==> config.mk <==
export PLATFORM = sky130hd
export DESIGN_NAME = modbus_rtu_frame_classifier_top
export DESIGN_NICKNAME = d
export VERILOG_FILES = /design/src/rtl/mrfc_pkg.sv /design/src/rtl/modbus_rtu_frame_classifier_top.sv /design/src/rtl/mrfc_front.sv /design/src/rtl/mrfc_fifo.sv /design/src/rtl/mrfc_back.sv
export VERILOG_INCLUDE_DIRS = /design/src /design/src/rtl
export SDC_FILE = /design/constraint.sdc
export NUM_CORES = 1
export LEC_CHECK = 0
export BUFFER_PORTS_ARGS = -buffer_cell sky130_fd_sc_hd__buf_2
export CAP_MARGIN = 25
export CORE_ASPECT_RATIO = 1.75
export CORE_MARGIN = 2
export CORE_UTILIZATION = 36
export DETAILED_ROUTE_END_ITERATION = 10
export SLEW_MARGIN = 25
export SYNTH_ARGS = -nofsm -noshare
export SYNTH_HDL_FRONTEND = slang
export SYNTH_SLANG_ARGS = --single-unit
==> constraint.sdc <==
create_clock -name clk -period 6.9 [get_ports clk]
set_clock_uncertainty 0.05 [all_clocks]
set_input_delay 1.38 -clock clk [delete_from_list [all_inputs] [get_ports clk]]
set_output_delay 1.38 -clock clk [all_outputs]
set_load 0.05 [all_outputs]
==> src/rtl/modbus_rtu_frame_classifier_top_defines.svh <==
// Assertion macros for the frame classifier RTL, included by mrfc_fifo.
// Define NO_ASSERTIONS to compile every macro to nothing.
`ifndef MODBUS_RTU_FRAME_CLASSIFIER_TOP_DEFINES_SVH
`define MODBUS_RTU_FRAME_CLASSIFIER_TOP_DEFINES_SVH
`ifndef NO_ASSERTIONS
// Checked on every rising edge outside reset.
`define MRFC_ASSERT(lbl, clk_s, rstn_s, prop, msg) \
    lbl: assert property (@(posedge clk_s) disable iff (!rstn_s) prop) else $error(msg);
// Checked on every rising edge, reset included.
`define MRFC_ASSERT_ALWAYS(lbl, clk_s, prop, msg) \
    lbl: assert property (@(posedge clk_s) prop) else $error(msg);
`else
`define MRFC_ASSERT(lbl, clk_s, rstn_s, prop, msg)
`define MRFC_ASSERT_ALWAYS(lbl, clk_s, prop, msg)
`endif
`endif

==> src/rtl/mrfc_pkg.sv <==
// Types, constants and the CRC-16 byte update shared by the frame classifier.
// No dependencies.
package mrfc_pkg;

    localparam logic [15:0] CRC_INIT = 16'hFFFF;
    localparam logic [15:0] CRC_POLY = 16'hA001;

    localparam logic [7:0] FUNC_READ_HOLDING  = 8'h03;
    localparam logic [7:0] FUNC_WRITE_SINGLE  = 8'h06;

    localparam int WATCH_MAX   = 4;
    localparam int QUEUE_DEPTH = 4;
    localparam int HDR_BYTES   = 6;

    // Configuration register indexes.
    localparam logic [2:0] CFG_SLAVE_ADDR = 3'd0;
    localparam logic [2:0] CFG_WATCH_A    = 3'd1;
    localparam logic [2:0] CFG_WATCH_B    = 3'd2;
    localparam logic [2:0] CFG_WATCH_C    = 3'd3;
    localparam logic [2:0] CFG_WATCH_D    = 3'd4;
    localparam logic [2:0] CFG_POLL_START = 3'd5;
    localparam logic [2:0] CFG_POLL_COUNT = 3'd6;

    localparam logic [7:0]  RST_SLAVE_ADDR = 8'd1;
    localparam logic [15:0] RST_WATCH_A    = 16'd3999;
    localparam logic [15:0] RST_WATCH_B    = 16'd1999;
    localparam logic [15:0] RST_WATCH_C    = 16'd2010;
    localparam logic [15:0] RST_WATCH_D    = 16'd2015;
    localparam logic [15:0] RST_POLL_START = 16'd2099;
    localparam logic [6:0]  RST_POLL_COUNT = 7'd40;

    typedef enum logic [2:0] {
        CLASS_OTHER    = 3'd0,
        CLASS_WATCHED  = 3'd1,
        CLASS_POLL_REQ = 3'd2,
        CLASS_POLL_RSP = 3'd3,
        CLASS_BAD_CRC  = 3'd4,
        CLASS_SHORT    = 3'd5,
        CLASS_OVERFLOW = 3'd6
    } class_t;

    typedef struct packed {
        logic [7:0]                     slave_addr;
        logic [WATCH_MAX-1:0][15:0]     watch_reg;   // index 0 is slot a
        logic [15:0]                    poll_start;
        logic [6:0]                     poll_count;
    } cfg_t;

    // Summary of one finished frame, handed from the front end to the back end.
    typedef struct packed {
        logic                           overflow;
        logic                           too_short;
        logic [8:0]                     length;
        logic [15:0]                    crc;
        logic [15:0]                    rx_crc;
        logic [HDR_BYTES-1:0][7:0]      hdr;
    } frame_rec_t;

    function automatic logic [15:0] crc_byte(input logic [15:0] crc_in, input logic [7:0] b);
        logic [15:0] c;
        c = crc_in ^ {8'h00, b};
        for (int k = 0; k < 8; k++) begin
            if (c[0])
                c = (c >> 1) ^ CRC_POLY;
            else
                c = c >> 1;
        end
        return c;
    endfunction

endpackage

==> src/rtl/modbus_rtu_frame_classifier_top.sv <==
// Top level of the Modbus RTU frame classifier: configuration registers and
// the front end, record queue and back end. Uses mrfc_pkg, mrfc_front,
// mrfc_fifo and mrfc_back.
//
// Usage: frame bytes enter on the s_ stream, one byte per transaction, with
// s_tlast on the last byte of a frame. One result per frame leaves on the m_
// stream: class and watched slot in m_tuser, length, CRCs and captured values
// in m_tdata. Configuration registers are written on the cfg_ channel, which
// is always ready; write them only while no frame is in flight.
// Throughput is one byte per cycle while s_tready is high. The edge that
// accepts the last byte of a frame puts the frame record in the queue; a
// later pop loads it into the back end's output register, which drives m_tvalid.
// One CRC byte update per cycle in the front end sets the byte rate, and the back
// end classifies one frame per cycle while its output register is free or read.
// When the m_ side stalls, results wait in the output register and up to four
// finished frames wait in the queue; bytes keep flowing until that queue is
// full, then s_tready drops.
// Reset clears the frame state, the captured values and the poll flag, and
// loads the registers with their default values.
module modbus_rtu_frame_classifier_top #(
    parameter int MAX_FRAME   = 256,
    parameter int WATCH_SLOTS = 4
) (
    input  logic            clk,
    input  logic            rst_n,
    input  logic            s_tvalid,
    output logic            s_tready,
    input  logic [7:0]      s_tdata,    // [7:0] rx_byte
    input  logic            s_tlast,    // frame_end
    output logic            m_tvalid,
    input  logic            m_tready,
    output logic [111:0]    m_tdata,    // [8:0] frame_length, [24:9] computed_crc,
                                        // [40:25] received_crc, [104:41] watched_values
    output logic [4:0]      m_tuser,    // [2:0] frame_class, [4:3] watch_index
    input  logic            cfg_valid,
    output logic            cfg_ready,
    input  logic [2:0]      cfg_index,
    input  logic [15:0]     cfg_data
);

    mrfc_pkg::cfg_t         cfg_reg, cfg_next;
    mrfc_pkg::frame_rec_t   push_rec;
    mrfc_pkg::frame_rec_t   pop_rec;
    logic                   push;
    logic                   pop;
    logic                   full;
    logic                   empty;
    logic [2:0]             res_class;
    logic [1:0]             res_widx;
    logic [8:0]             res_length;
    logic [15:0]            res_crc;
    logic [15:0]            res_rx_crc;
    logic [63:0]            res_watched;

    assign cfg_ready = 1'b1;

    always_comb
    begin
        cfg_next = cfg_reg;
        if (cfg_valid && cfg_ready)
        begin
            unique case (cfg_index)
                mrfc_pkg::CFG_SLAVE_ADDR: cfg_next.slave_addr   = cfg_data[7:0];
                mrfc_pkg::CFG_WATCH_A:    cfg_next.watch_reg[0] = cfg_data;
                mrfc_pkg::CFG_WATCH_B:    cfg_next.watch_reg[1] = cfg_data;
                mrfc_pkg::CFG_WATCH_C:    cfg_next.watch_reg[2] = cfg_data;
                mrfc_pkg::CFG_WATCH_D:    cfg_next.watch_reg[3] = cfg_data;
                mrfc_pkg::CFG_POLL_START: cfg_next.poll_start   = cfg_data;
                mrfc_pkg::CFG_POLL_COUNT: cfg_next.poll_count   = cfg_data[6:0];
                default:                  cfg_next = cfg_reg;
            endcase
        end
    end

    always_ff @(posedge clk or negedge rst_n)
    begin
        if (!rst_n)
        begin
            cfg_reg.slave_addr   <= mrfc_pkg::RST_SLAVE_ADDR;
            cfg_reg.watch_reg[0] <= mrfc_pkg::RST_WATCH_A;
            cfg_reg.watch_reg[1] <= mrfc_pkg::RST_WATCH_B;
            cfg_reg.watch_reg[2] <= mrfc_pkg::RST_WATCH_C;
            cfg_reg.watch_reg[3] <= mrfc_pkg::RST_WATCH_D;
            cfg_reg.poll_start   <= mrfc_pkg::RST_POLL_START;
            cfg_reg.poll_count   <= mrfc_pkg::RST_POLL_COUNT;
        end
        else
        begin
            cfg_reg <= cfg_next;
        end
    end

    mrfc_front #(
        .MAX_FRAME (MAX_FRAME)
    ) u_front (
        .clk      (clk),
        .rst_n    (rst_n),
        .in_valid (s_tvalid),
        .in_ready (s_tready),
        .in_byte  (s_tdata),
        .in_last  (s_tlast),
        .full     (full),
        .push     (push),
        .push_rec (push_rec)
    );

    mrfc_fifo u_fifo (
        .clk      (clk),
        .rst_n    (rst_n),
        .push     (push),
        .push_rec (push_rec),
        .full     (full),
        .pop      (pop),
        .pop_rec  (pop_rec),
        .empty    (empty)
    );

    mrfc_back #(
        .WATCH_SLOTS (WATCH_SLOTS)
    ) u_back (
        .clk         (clk),
        .rst_n       (rst_n),
        .cfg         (cfg_reg),
        .empty       (empty),
        .rec         (pop_rec),
        .pop         (pop),
        .out_valid   (m_tvalid),
        .out_ready   (m_tready),
        .out_class   (res_class),
        .out_widx    (res_widx),
        .out_length  (res_length),
        .out_crc     (res_crc),
        .out_rx_crc  (res_rx_crc),
        .out_watched (res_watched)
    );

    assign m_tuser = {res_widx, res_class};
    assign m_tdata = {7'b0, res_watched, res_rx_crc, res_crc, res_length};

endmodule

==> src/rtl/mrfc_front.sv <==
// Front end: takes frame bytes, runs the CRC over the body, holds the trailer
// and header bytes, and pushes one frame record on the last byte. Uses mrfc_pkg.
module mrfc_front #(
    parameter int MAX_FRAME = 256
) (
    input  logic                    clk,
    input  logic                    rst_n,
    input  logic                    in_valid,
    output logic                    in_ready,
    input  logic [7:0]              in_byte,
    input  logic                    in_last,
    input  logic                    full,
    output logic                    push,
    output mrfc_pkg::frame_rec_t    push_rec
);

    localparam int CNT_W = $clog2(MAX_FRAME + 1);

    logic [15:0]                                crc_reg,  crc_next;
    logic [7:0]                                 td0_reg,  td0_next;
    logic [7:0]                                 td1_reg,  td1_next;
    logic [CNT_W-1:0]                           cnt_reg,  cnt_next;
    logic                                       over_reg, over_next;
    logic [mrfc_pkg::HDR_BYTES-1:0][7:0]        hdr_reg,  hdr_next;

    logic                                       accept;
    logic [15:0]                                crc_upd;
    logic [7:0]                                 td0_upd;
    logic [7:0]                                 td1_upd;
    logic [CNT_W-1:0]                           cnt_upd;
    logic                                       over_upd;
    logic [mrfc_pkg::HDR_BYTES-1:0][7:0]        hdr_upd;

    assign in_ready = !full;
    assign accept   = in_valid && in_ready;

    // Frame state after taking this byte.
    always_comb
    begin
        crc_upd  = (cnt_reg >= CNT_W'(2)) ? mrfc_pkg::crc_byte(crc_reg, td0_reg) : crc_reg;
        td0_upd  = td1_reg;
        td1_upd  = in_byte;
        hdr_upd  = hdr_reg;
        if (cnt_reg < CNT_W'(mrfc_pkg::HDR_BYTES))
            hdr_upd[cnt_reg[2:0]] = in_byte;
        cnt_upd  = (cnt_reg < CNT_W'(MAX_FRAME)) ? cnt_reg + CNT_W'(1) : cnt_reg;
        over_upd = over_reg || (cnt_reg == CNT_W'(MAX_FRAME));
    end

    always_comb
    begin
        push               = accept && in_last;
        push_rec.overflow  = over_upd;
        push_rec.too_short = cnt_upd < CNT_W'(3);
        push_rec.length    = 9'(cnt_upd);
        push_rec.crc       = crc_upd;
        push_rec.rx_crc    = {td1_upd, td0_upd};
        push_rec.hdr       = hdr_upd;

        crc_next  = crc_reg;
        td0_next  = td0_reg;
        td1_next  = td1_reg;
        cnt_next  = cnt_reg;
        over_next = over_reg;
        hdr_next  = hdr_reg;
        if (accept)
        begin
            if (in_last)
            begin
                crc_next  = mrfc_pkg::CRC_INIT;
                td0_next  = '0;
                td1_next  = '0;
                cnt_next  = '0;
                over_next = 1'b0;
                hdr_next  = '0;
            end
            else
            begin
                crc_next  = crc_upd;
                td0_next  = td0_upd;
                td1_next  = td1_upd;
                cnt_next  = cnt_upd;
                over_next = over_upd;
                hdr_next  = hdr_upd;
            end
        end
    end

    always_ff @(posedge clk or negedge rst_n)
    begin
        if (!rst_n)
        begin
            crc_reg  <= mrfc_pkg::CRC_INIT;
            td0_reg  <= '0;
            td1_reg  <= '0;
            cnt_reg  <= '0;
            over_reg <= 1'b0;
            hdr_reg  <= '0;
        end
        else
        begin
            crc_reg  <= crc_next;
            td0_reg  <= td0_next;
            td1_reg  <= td1_next;
            cnt_reg  <= cnt_next;
            over_reg <= over_next;
            hdr_reg  <= hdr_next;
        end
    end

endmodule

==> src/rtl/mrfc_fifo.sv <==
// Short queue of finished frame records between the front and back ends.
// Uses mrfc_pkg and the assertion macros of the defines header.
`include "modbus_rtu_frame_classifier_top_defines.svh"
module mrfc_fifo (
    input  logic                    clk,
    input  logic                    rst_n,
    input  logic                    push,
    input  mrfc_pkg::frame_rec_t    push_rec,
    output logic                    full,
    input  logic                    pop,
    output mrfc_pkg::frame_rec_t    pop_rec,
    output logic                    empty
);

    localparam int DEPTH = mrfc_pkg::QUEUE_DEPTH;
    localparam int PTR_W = $clog2(DEPTH);
    localparam int CNT_W = $clog2(DEPTH + 1);

    mrfc_pkg::frame_rec_t   mem_reg [DEPTH];
    logic [PTR_W-1:0]       wr_ptr_reg, wr_ptr_next;
    logic [PTR_W-1:0]       rd_ptr_reg, rd_ptr_next;
    logic [CNT_W-1:0]       count_reg,  count_next;

    assign full    = count_reg == CNT_W'(DEPTH);
    assign empty   = count_reg == '0;
    assign pop_rec = mem_reg[rd_ptr_reg];

    always_comb
    begin
        wr_ptr_next = push ? wr_ptr_reg + PTR_W'(1) : wr_ptr_reg;
        rd_ptr_next = pop  ? rd_ptr_reg + PTR_W'(1) : rd_ptr_reg;
        count_next  = count_reg;
        if (push && !pop)
            count_next = count_reg + CNT_W'(1);
        else if (pop && !push)
            count_next = count_reg - CNT_W'(1);
    end

    always_ff @(posedge clk)
    begin
        if (push)
            mem_reg[wr_ptr_reg] <= push_rec;
    end

    always_ff @(posedge clk or negedge rst_n)
    begin
        if (!rst_n)
        begin
            wr_ptr_reg <= '0;
            rd_ptr_reg <= '0;
            count_reg  <= '0;
        end
        else
        begin
            wr_ptr_reg <= wr_ptr_next;
            rd_ptr_reg <= rd_ptr_next;
            count_reg  <= count_next;
        end
    end

    // The count is not yet defined before the first reset edge.
    `MRFC_ASSERT_ALWAYS(a_count_bound, clk, !rst_n || (count_reg <= CNT_W'(DEPTH)),
                        "queue count beyond depth")
    `MRFC_ASSERT(a_no_push_full, clk, rst_n, push |-> !full, "push into a full queue")
    `MRFC_ASSERT(a_no_pop_empty, clk, rst_n, pop |-> !empty, "pop from an empty queue")
    `MRFC_ASSERT(a_count_inc, clk, rst_n,
                 (push && !pop) |=> (count_reg == $past(count_reg) + CNT_W'(1)),
                 "queue count did not advance on push")

endmodule

==> src/rtl/mrfc_back.sv <==
// Back end: classifies each frame record, updates the captured values and the
// poll flag, and holds the result in an output register. Uses mrfc_pkg.
module mrfc_back #(
    parameter int WATCH_SLOTS = 4
) (
    input  logic                    clk,
    input  logic                    rst_n,
    input  mrfc_pkg::cfg_t          cfg,
    input  logic                    empty,
    input  mrfc_pkg::frame_rec_t    rec,
    output logic                    pop,
    output logic                    out_valid,
    input  logic                    out_ready,
    output logic [2:0]              out_class,
    output logic [1:0]              out_widx,
    output logic [8:0]              out_length,
    output logic [15:0]             out_crc,
    output logic [15:0]             out_rx_crc,
    output logic [63:0]             out_watched
);

    logic                                       valid_reg,  valid_next;
    mrfc_pkg::class_t                           class_reg,  class_next;
    logic [1:0]                                 widx_reg,   widx_next;
    logic [8:0]                                 len_reg,    len_next;
    logic [15:0]                                crc_reg,    crc_next;
    logic [15:0]                                rxcrc_reg,  rxcrc_next;
    logic [mrfc_pkg::WATCH_MAX-1:0][15:0]       cap_reg,    cap_next;
    logic                                       pend_reg,   pend_next;

    logic [15:0]        reg_num;
    logic               addr_ok;
    logic               write_ok;
    logic               hit;
    logic [1:0]         hit_idx;
    logic               poll_req;
    logic               poll_rsp;
    logic [7:0]         rsp_bytes;
    mrfc_pkg::class_t   cls;

    assign pop = !empty && (!valid_reg || out_ready);

    always_comb
    begin
        reg_num   = {rec.hdr[2], rec.hdr[3]};
        addr_ok   = rec.hdr[0] == cfg.slave_addr;
        write_ok  = addr_ok && (rec.hdr[1] == mrfc_pkg::FUNC_WRITE_SINGLE);
        rsp_bytes = {cfg.poll_count, 1'b0};
        hit       = 1'b0;
        hit_idx   = '0;
        // First watched slot that matches wins.
        for (int s = 0; s < mrfc_pkg::WATCH_MAX; s++) begin
            if (!hit && (s < WATCH_SLOTS) && write_ok && (reg_num == cfg.watch_reg[s]))
            begin
                hit     = 1'b1;
                hit_idx = 2'(s);
            end
        end
        poll_req = addr_ok && (rec.hdr[1] == mrfc_pkg::FUNC_READ_HOLDING)
                   && (reg_num == cfg.poll_start) && (rec.hdr[4] == 8'h00)
                   && (rec.hdr[5] == {1'b0, cfg.poll_count});
        poll_rsp = pend_reg && addr_ok && (rec.hdr[1] == mrfc_pkg::FUNC_READ_HOLDING)
                   && (rec.hdr[2] == rsp_bytes);

        priority if (rec.overflow)
            cls = mrfc_pkg::CLASS_OVERFLOW;
        else if (rec.too_short)
            cls = mrfc_pkg::CLASS_SHORT;
        else if (rec.crc != rec.rx_crc)
            cls = mrfc_pkg::CLASS_BAD_CRC;
        else if (hit)
            cls = mrfc_pkg::CLASS_WATCHED;
        else if (poll_req)
            cls = mrfc_pkg::CLASS_POLL_REQ;
        else if (poll_rsp)
            cls = mrfc_pkg::CLASS_POLL_RSP;
        else
            cls = mrfc_pkg::CLASS_OTHER;
    end

    always_comb
    begin
        valid_next = valid_reg;
        class_next = class_reg;
        widx_next  = widx_reg;
        len_next   = len_reg;
        crc_next   = crc_reg;
        rxcrc_next = rxcrc_reg;
        cap_next   = cap_reg;
        pend_next  = pend_reg;
        if (pop)
        begin
            valid_next = 1'b1;
            class_next = cls;
            widx_next  = (cls == mrfc_pkg::CLASS_WATCHED) ? hit_idx : 2'd0;
            len_next   = rec.length;
            crc_next   = rec.crc;
            rxcrc_next = rec.rx_crc;
            if (cls == mrfc_pkg::CLASS_WATCHED)
                cap_next[hit_idx] = {rec.hdr[4], rec.hdr[5]};
            if (cls == mrfc_pkg::CLASS_POLL_REQ)
                pend_next = 1'b1;
            else if (cls == mrfc_pkg::CLASS_POLL_RSP)
                pend_next = 1'b0;
        end
        else if (out_ready)
        begin
            valid_next = 1'b0;
        end
    end

    always_ff @(posedge clk or negedge rst_n)
    begin
        if (!rst_n)
        begin
            valid_reg <= 1'b0;
            cap_reg   <= '0;
            pend_reg  <= 1'b0;
        end
        else
        begin
            valid_reg <= valid_next;
            cap_reg   <= cap_next;
            pend_reg  <= pend_next;
        end
    end

    always_ff @(posedge clk)
    begin
        class_reg <= class_next;
        widx_reg  <= widx_next;
        len_reg   <= len_next;
        crc_reg   <= crc_next;
        rxcrc_reg <= rxcrc_next;
    end

    // Captured values only change when a new result is loaded, so they can
    // drive the output directly.
    assign out_valid   = valid_reg;
    assign out_class   = class_reg;
    assign out_widx    = widx_reg;
    assign out_length  = len_reg;
    assign out_crc     = crc_reg;
    assign out_rx_crc  = rxcrc_reg;
    assign out_watched = {cap_reg[0], cap_reg[1], cap_reg[2], cap_reg[3]};

endmodule

# After elaboration in Yosys (flattened, before gate mapping)
# Memory sizes are Yosys's and may differ from the RTL's.
# Index checks and enable logic that the tools add are counted.
[totals]
ff_bits = 304
latch_bits = 0
mem_bits_rw = 364
rom_bits = 0
inputBits = 33
output_inout_bits = 120
wordCells = 168
memories = 1
[memory_table]
columns = ["memory", "words", "width", "read_ports", "rd_ports_with_merged_regs", "wr", "line", "rtl"]
rows = [
  ["u_fifo.mem_reg", 4, 91, 1, 0, 1, "mrfc_fifo.sv:19", "mrfc_pkg::frame_rec_t mem_reg [DEPTH];"],
]
[classes]
n_addsub = 5
n_mul = 0
div_mod_pow = 0
order_cmp = 8
eq_ne = 22
n_shift = 0
mux = 44
bitwise = 9
n_reduce_logical = 47
[op_table]
columns = ["operator", "count"]
rows = [
  ["two-way mux 16 bit", 11],
  ["two-way mux 48 bit", 2],
  ["equality test 16 bit", 5],
  ["bitwise mux 64 bit", 1],
  ["bitwise mux 48 bit", 1],
  ["demux 16 bit (select 2 bit)", 1],
  ["demux 8 bit (select 3 bit)", 1],
  ["two-way mux 8 bit", 3],
  ["inverter 2 -> 3 bit", 8],
  ["logical AND 1 bit", 22],
  ["two-way mux 3 bit", 7],
  ["two-way mux 9 bit", 2],
  ["AND reduction 2 bit", 9],
  ["equality test 8 bit", 2],
  ["!= test 16 bit", 1],
  ["XOR 16 x 8 -> 16 bit", 1],
  ["equality test 3 x 2 -> 1 bit, second input constant", 4],
  ["equality test 3 bit, second input constant", 4],
  ["two-way mux 1 bit", 12],
  ["adder 9 x 1 -> 9 bit, second input constant", 1],
  ["equality test 9 bit, second input constant", 1],
  [">= comparator 9 x 2 -> 1 bit, second input constant", 1],
  ["< comparator 9 x 2 -> 1 bit, second input constant", 1],
  ["< comparator 9 x 3 -> 1 bit, second input constant", 1],
  ["18 further kinds", 33],
]

# Longest topological paths before layout
# An unclocked memory read counts as a cell.
[logic_depth]
depth_word = 24
ltp_mapped = 14
depth_no_buf = 11

# Cells and area by module
# A second synthesis with hierarchy kept.
[hier_totals]
hier_cells = 1662
hier_area_um2 = 28232.1
[by_module_without_submodules]
columns = ["module", "instances", "cells_per_inst", "area_each_um2", "seq_area_each_um2"]
rows = [
  ["mrfc_fifo", 1, 509, 13524.2, 11105.7],
  ["mrfc_back", 1, 393, 5454.0, 3032.9],
  ["mrfc_front", 1, 541, 5381.4, 2272.2],
  ["modbus_rtu_frame_classifier_top", 1, 219, 3872.5, 2433.6],
]

# Worst setup path after synthesis
# Ideal clock, no wire load.
[synth_timing]
path_kind = "input-to-reg"
startpoint = "in s_tvalid"
endpoint = "mem u_fifo.mem_reg[0][0] (netlist name), enable pin"
setup_time_ns = 0.460
arrival_ns = 4.145
required_ns = 6.390
setup_slack_ns = 2.244
cell_stages = 4
n_path_buf = 2
cell_sequence = "and2_1 -> clkbuf_1 -> clkbuf_1 -> and3_1"
[synth_via]
elab_chain_cells = 4
[synth_lines]
columns = ["element", "line", "rtl"]
rows = [
  ["start: declaration", "modbus_rtu_frame_classifier_top.sv:26", "input logic s_tvalid,"],
  ["logical AND 1 bit", "mrfc_front.sv:35", "assign accept = in_valid && in_ready;"],
  ["logical AND 1 bit", "mrfc_front.sv:52", "push = accept && in_last;"],
  ["two-way mux 1 bit", "mrfc_fifo.sv:41", "if (push)"],
  ["two-way mux 1 bit (implied by the code)", "mrfc_fifo.sv:42", "mem_reg[wr_ptr_reg] <= push_rec;"],
  ["end: declaration", "mrfc_fifo.sv:19", ""],
]
# No other way between the ends.

# Worst setup path after layout
[layout_timing]
startpoint = "reg u_fifo.rd_ptr_reg[0]"
endpoint = "reg u_back.cap_reg, in the netlist u_back.out_watched[30]"
[layout_via]
elab_chain_cells = 23
elab_cells_between_ends = 52
classes_between = "order compare: 2; eq/ne: 12; mux: 16; reduce/logical: 21; memory: 1"
[layout_lines]
columns = ["element", "line", "rtl"]
rows = [
  ["start: declaration", "mrfc_fifo.sv:21", "logic [PTR_W-1:0] rd_ptr_reg, rd_ptr_next;"],
  ["start signal: assignment", "mrfc_fifo.sv:56", "rd_ptr_reg <= rd_ptr_next;"],
  ["memory read (4 x 91 bit) (*)", "-", ""],
  ["branches (longest 22 deep; another with equality test 8 bit)", "-", ""],
  ["end signal: assignment", "mrfc_back.sv:123", "cap_reg <= cap_next;"],
  ["end: declaration", "mrfc_back.sv:28", "logic [mrfc_pkg::WATCH_MAX-1:0][15:0] cap_reg, cap_next;"],
]
# Every way passes the cells marked *.
# A chain may end at the register's enable or synchronous reset.

==> results.md <==
- CTS tree: done
- Max Slew Vio Count: 0
- Mean Syn Cell Area: 17.1 um2
- First-pass GRT wire length: 100 mm
- Synth Warn #: 0
- Fraction of registers with async set/reset: 0.386
- VDD IR max: 0.222 mV
- Required @ worst endpoint: 7.35 ns
- Dpl hpwl: 44.1 mm
- Hold Vio Cnt, Final: 0
- Total negative slack: 0 ns
- Min-Delay Path Class: reg2reg
- Largest net degree at the start of global routing: 167
- Die span in x: 213 um
- Post-DRT Antenna Nets: 0
- P per Cell Area: 429 nW/um2
- Worst Path Arrival: 5.34 ns
- Hold path depth: 1
- Outcome: finished clean
- Depth of the most critical reg-to-reg path: 10
- Top Ports: 153
- Netlist cell types: 63
- Total power: 0.0135 W
- Postcts setup bufs: 0
- Leak: 11.8 nW
- Post-Syn Area: 27500 um2
- Most used cell, CP: buf_4
- Post-Layout Cell Count: 2832
- Period utilisation layout: 0.709
- CP cell instances: buf_4, mux4_2, xnor2_1, nand2_1, a2111oi_2, nand3b_1, nor4_1, nor2b_2, buf_4, mux2_2
- Area growth syn-to-layout: 14.3%
- H-tree depth: 2
- Number of DRC violations after detailed-routing iteration 0: 1033
- Die Area: 78700 um2
- DR vias: 14.6k
- Slew headroom: 0.319
- R2r startpoint: u_fifo.rd_ptr_reg[0]
- Maximum clock path buffer count: 3
- R2R Path End: u_back.out_watched[30]
- TritonCTS sink count: 668
- Synthesized instance count: 1603
- Total track usage: 0.173
- WL final: 67.7 mm
- Total placed cells including tap cells: 2716
- Cell row count: 134
- CP Max Fanout: 38
- Minimum clock period: 4.89 ns
- # port buffers: 144
- Clock Pin Slew Worst Setup and Hold Paths: 0.06 ns
- Grt total ovfl: 0
- Vias in the first global route: 15.4k
- RSZ-0062 raised after global routing: false
- Nets: 1801
- HP Start: u_back.out_watched[29]
- Slowest stage cell, crit path: dfrtp_4
- CP Buf/Inv Count: 2
- Max stage delay on crit path: 0.93 ns
- Max Freq: 0.205 GHz
- Critical Path Start Type: flip-flop
- Kind of critical path: reg2reg
- Setup violators final: 0
- Layout cells sized above 1: 0.341
- Initial antenna violation count: 2
- Clk Latency, worst-skew pair: 0.62 ns
- Number of flops mapped to enable cells by yosys: 410
- CTS Buf Count: 60
- Yosys reg bits: 668
- Max FFs per register: 364
- Kind of cell adding the most delay to the critical path: simple AND/OR/NAND/NOR gates
- Fin Hold WS: 0.432 ns
- CTS Hold Bufs: 0
- CP Capture Type: flip-flop
- DRC Markers: 0
- Setup slack, reg-to-reg: 2.01 ns
- DR pass1 iterations: 5
- Prevailing post-synth register cell: edfxtp_1
- Max-cap violations: 0
- Hold path endpoint: u_back.out_watched[29]
- Clock Tree Root: clkbuf_16
- Ant diodes: 0
- Post-synthesis sequential area ratio: 0.686
- WL per Instance: 23.9 um
- GP Congestion: 0.839
- Die Span Y: 370 um
- Core ar.: 76000 um2
- CTS resizes: 0
- DR vias/cell: 5.17
- Initial Util: 0.362
- Least-Margin Pin Slew: 1.02 ns
## routing by layer
layer,part of all wire,track usage,wire (um)
met5,0.00010,0,7
met4,0.041,0.0742,2750
met3,0.038,0.0211,2590
met2,0.54,0.314,36300
met1,0.39,0.202,26100
## cells in the mapped netlist, types with 12 or more instances
cell	instances	area share
nand4_1	26	0.0059
mux2_2	198	0.081
dfrtp_1	197	0.18
nor2_1	26	0.0036
mux4_2	71	0.058
edfxtp_1	410	0.45
o22a_1	15	0.0048
xor2_1	15	0.0048
mux2i_1	27	0.0098
buf_4	13	0.0036
nand3b_1	20	0.0055
inv_1	15	0.0020
nand2_1	81	0.011
xnor2_1	139	0.044
a22o_1	52	0.017
nor4_1	12	0.0027
mux2_1	14	0.0057
clkbuf_1	39	0.0053
dfstp_2	61	0.058
o21ai_0	18	0.0033
buf_2	18	0.0033
a21oi_1	12	0.0022
## per-stage QoR
| step | setup slack, ns | util | instance area (um2) |
|---|---|---|---|
| 2_1_floorplan | 2.24 | - | 27500 |
| 3_3_place_gp | 1.92 | 0.386 | 29300 |
| 3_5_place_dp | 1.98 | 0.386 | 29300 |
| 4_1_cts | 1.94 | 0.413 | 31400 |
| 5_1_grt | 1.67 | 0.414 | 31400 |
| 6_report | 2.01 | 0.414 | 31400 |
## cell families after synthesis
logic type      Yosys count  synth area share
flops                   668             0.686
mux                     319             0.163
simple gates            225            0.0431
xor+xnor                154            0.0491
compound gates          128            0.0361
buf+inv                  99            0.0185
fa+ha+maj                 8           0.00392
other cells               2          0.000273
## worst max path at each step
| stage | endpoint | slack, ns | cells after the start | from |
|---|---|---|---|---|
| after global routing | u_back.out_watched[30] | 1.67 | 10 | u_fifo.rd_ptr_reg[0] |
| after detailed placement | u_back.out_watched[23] | 1.98 | 10 | u_fifo.rd_ptr_reg[0] |
| after CTS | u_back.out_watched[30] | 1.94 | 10 | u_fifo.rd_ptr_reg[0] |
| final | u_back.out_watched[30] | 2.01 | 10 | u_fifo.rd_ptr_reg[0] |
| after floorplan | u_fifo.mem_reg[0][0] | 2.24 | 4 | s_tvalid |
| after global placement | u_back.out_watched[28] | 1.92 | 10 | u_fifo.rd_ptr_reg[0] |
## final cells by class
class                   instances  area, um2
fillers                      6835      44500
flip-flops and latches        668      18900
multi-input cells             842       8220
clock buffers                  73       1590
well taps                    1020       1280
repair buffers                172        997
clock inverters                41        422
inverters                      16       60.1
## placed cells by master, fill, tap and decap left out, types with 4 or more instances in the layout
cell / n
mux2_1: 14
edfxtp_1: 410
clkinv_2: 10
conb_1: 8
clkbuf_16: 60
bufinv_16: 7
mux4_1: 9
o21ai_0: 18
mux2_2: 198
dfstp_2: 61
nand4_1: 26
nor2_1: 25
buf_2: 143
nor4_1: 12
o22a_1: 15
nand3_1: 8
o22ai_1: 4
a21oi_1: 12
clkbuf_8: 4
mux2i_1: 27
buf_4: 24
and3_4: 4
nand2b_1: 4
a22o_1: 52
dfrtp_1: 195
xnor2_1: 139
o2bb2ai_1: 4
nor3_1: 8
clkbuf_1: 9
clkinv_1: 13
inv_1: 14
nor2b_1: 6
nand3b_1: 20
mux4_2: 71
or4_1: 5
ha_1: 7
nand2_1: 80
xor2_1: 15
## power by group
part | total (W) | switching, W | internal [W] | leakage (nW)
Clock | 0.00342 | 0.00151 | 0.00191 | 0.980
Combinational | 0.00426 | 0.00265 | 0.00161 | 3.82
Sequential | 0.00581 | 0.000474 | 0.00533 | 7.03
(Power assumes the default switching activity.)
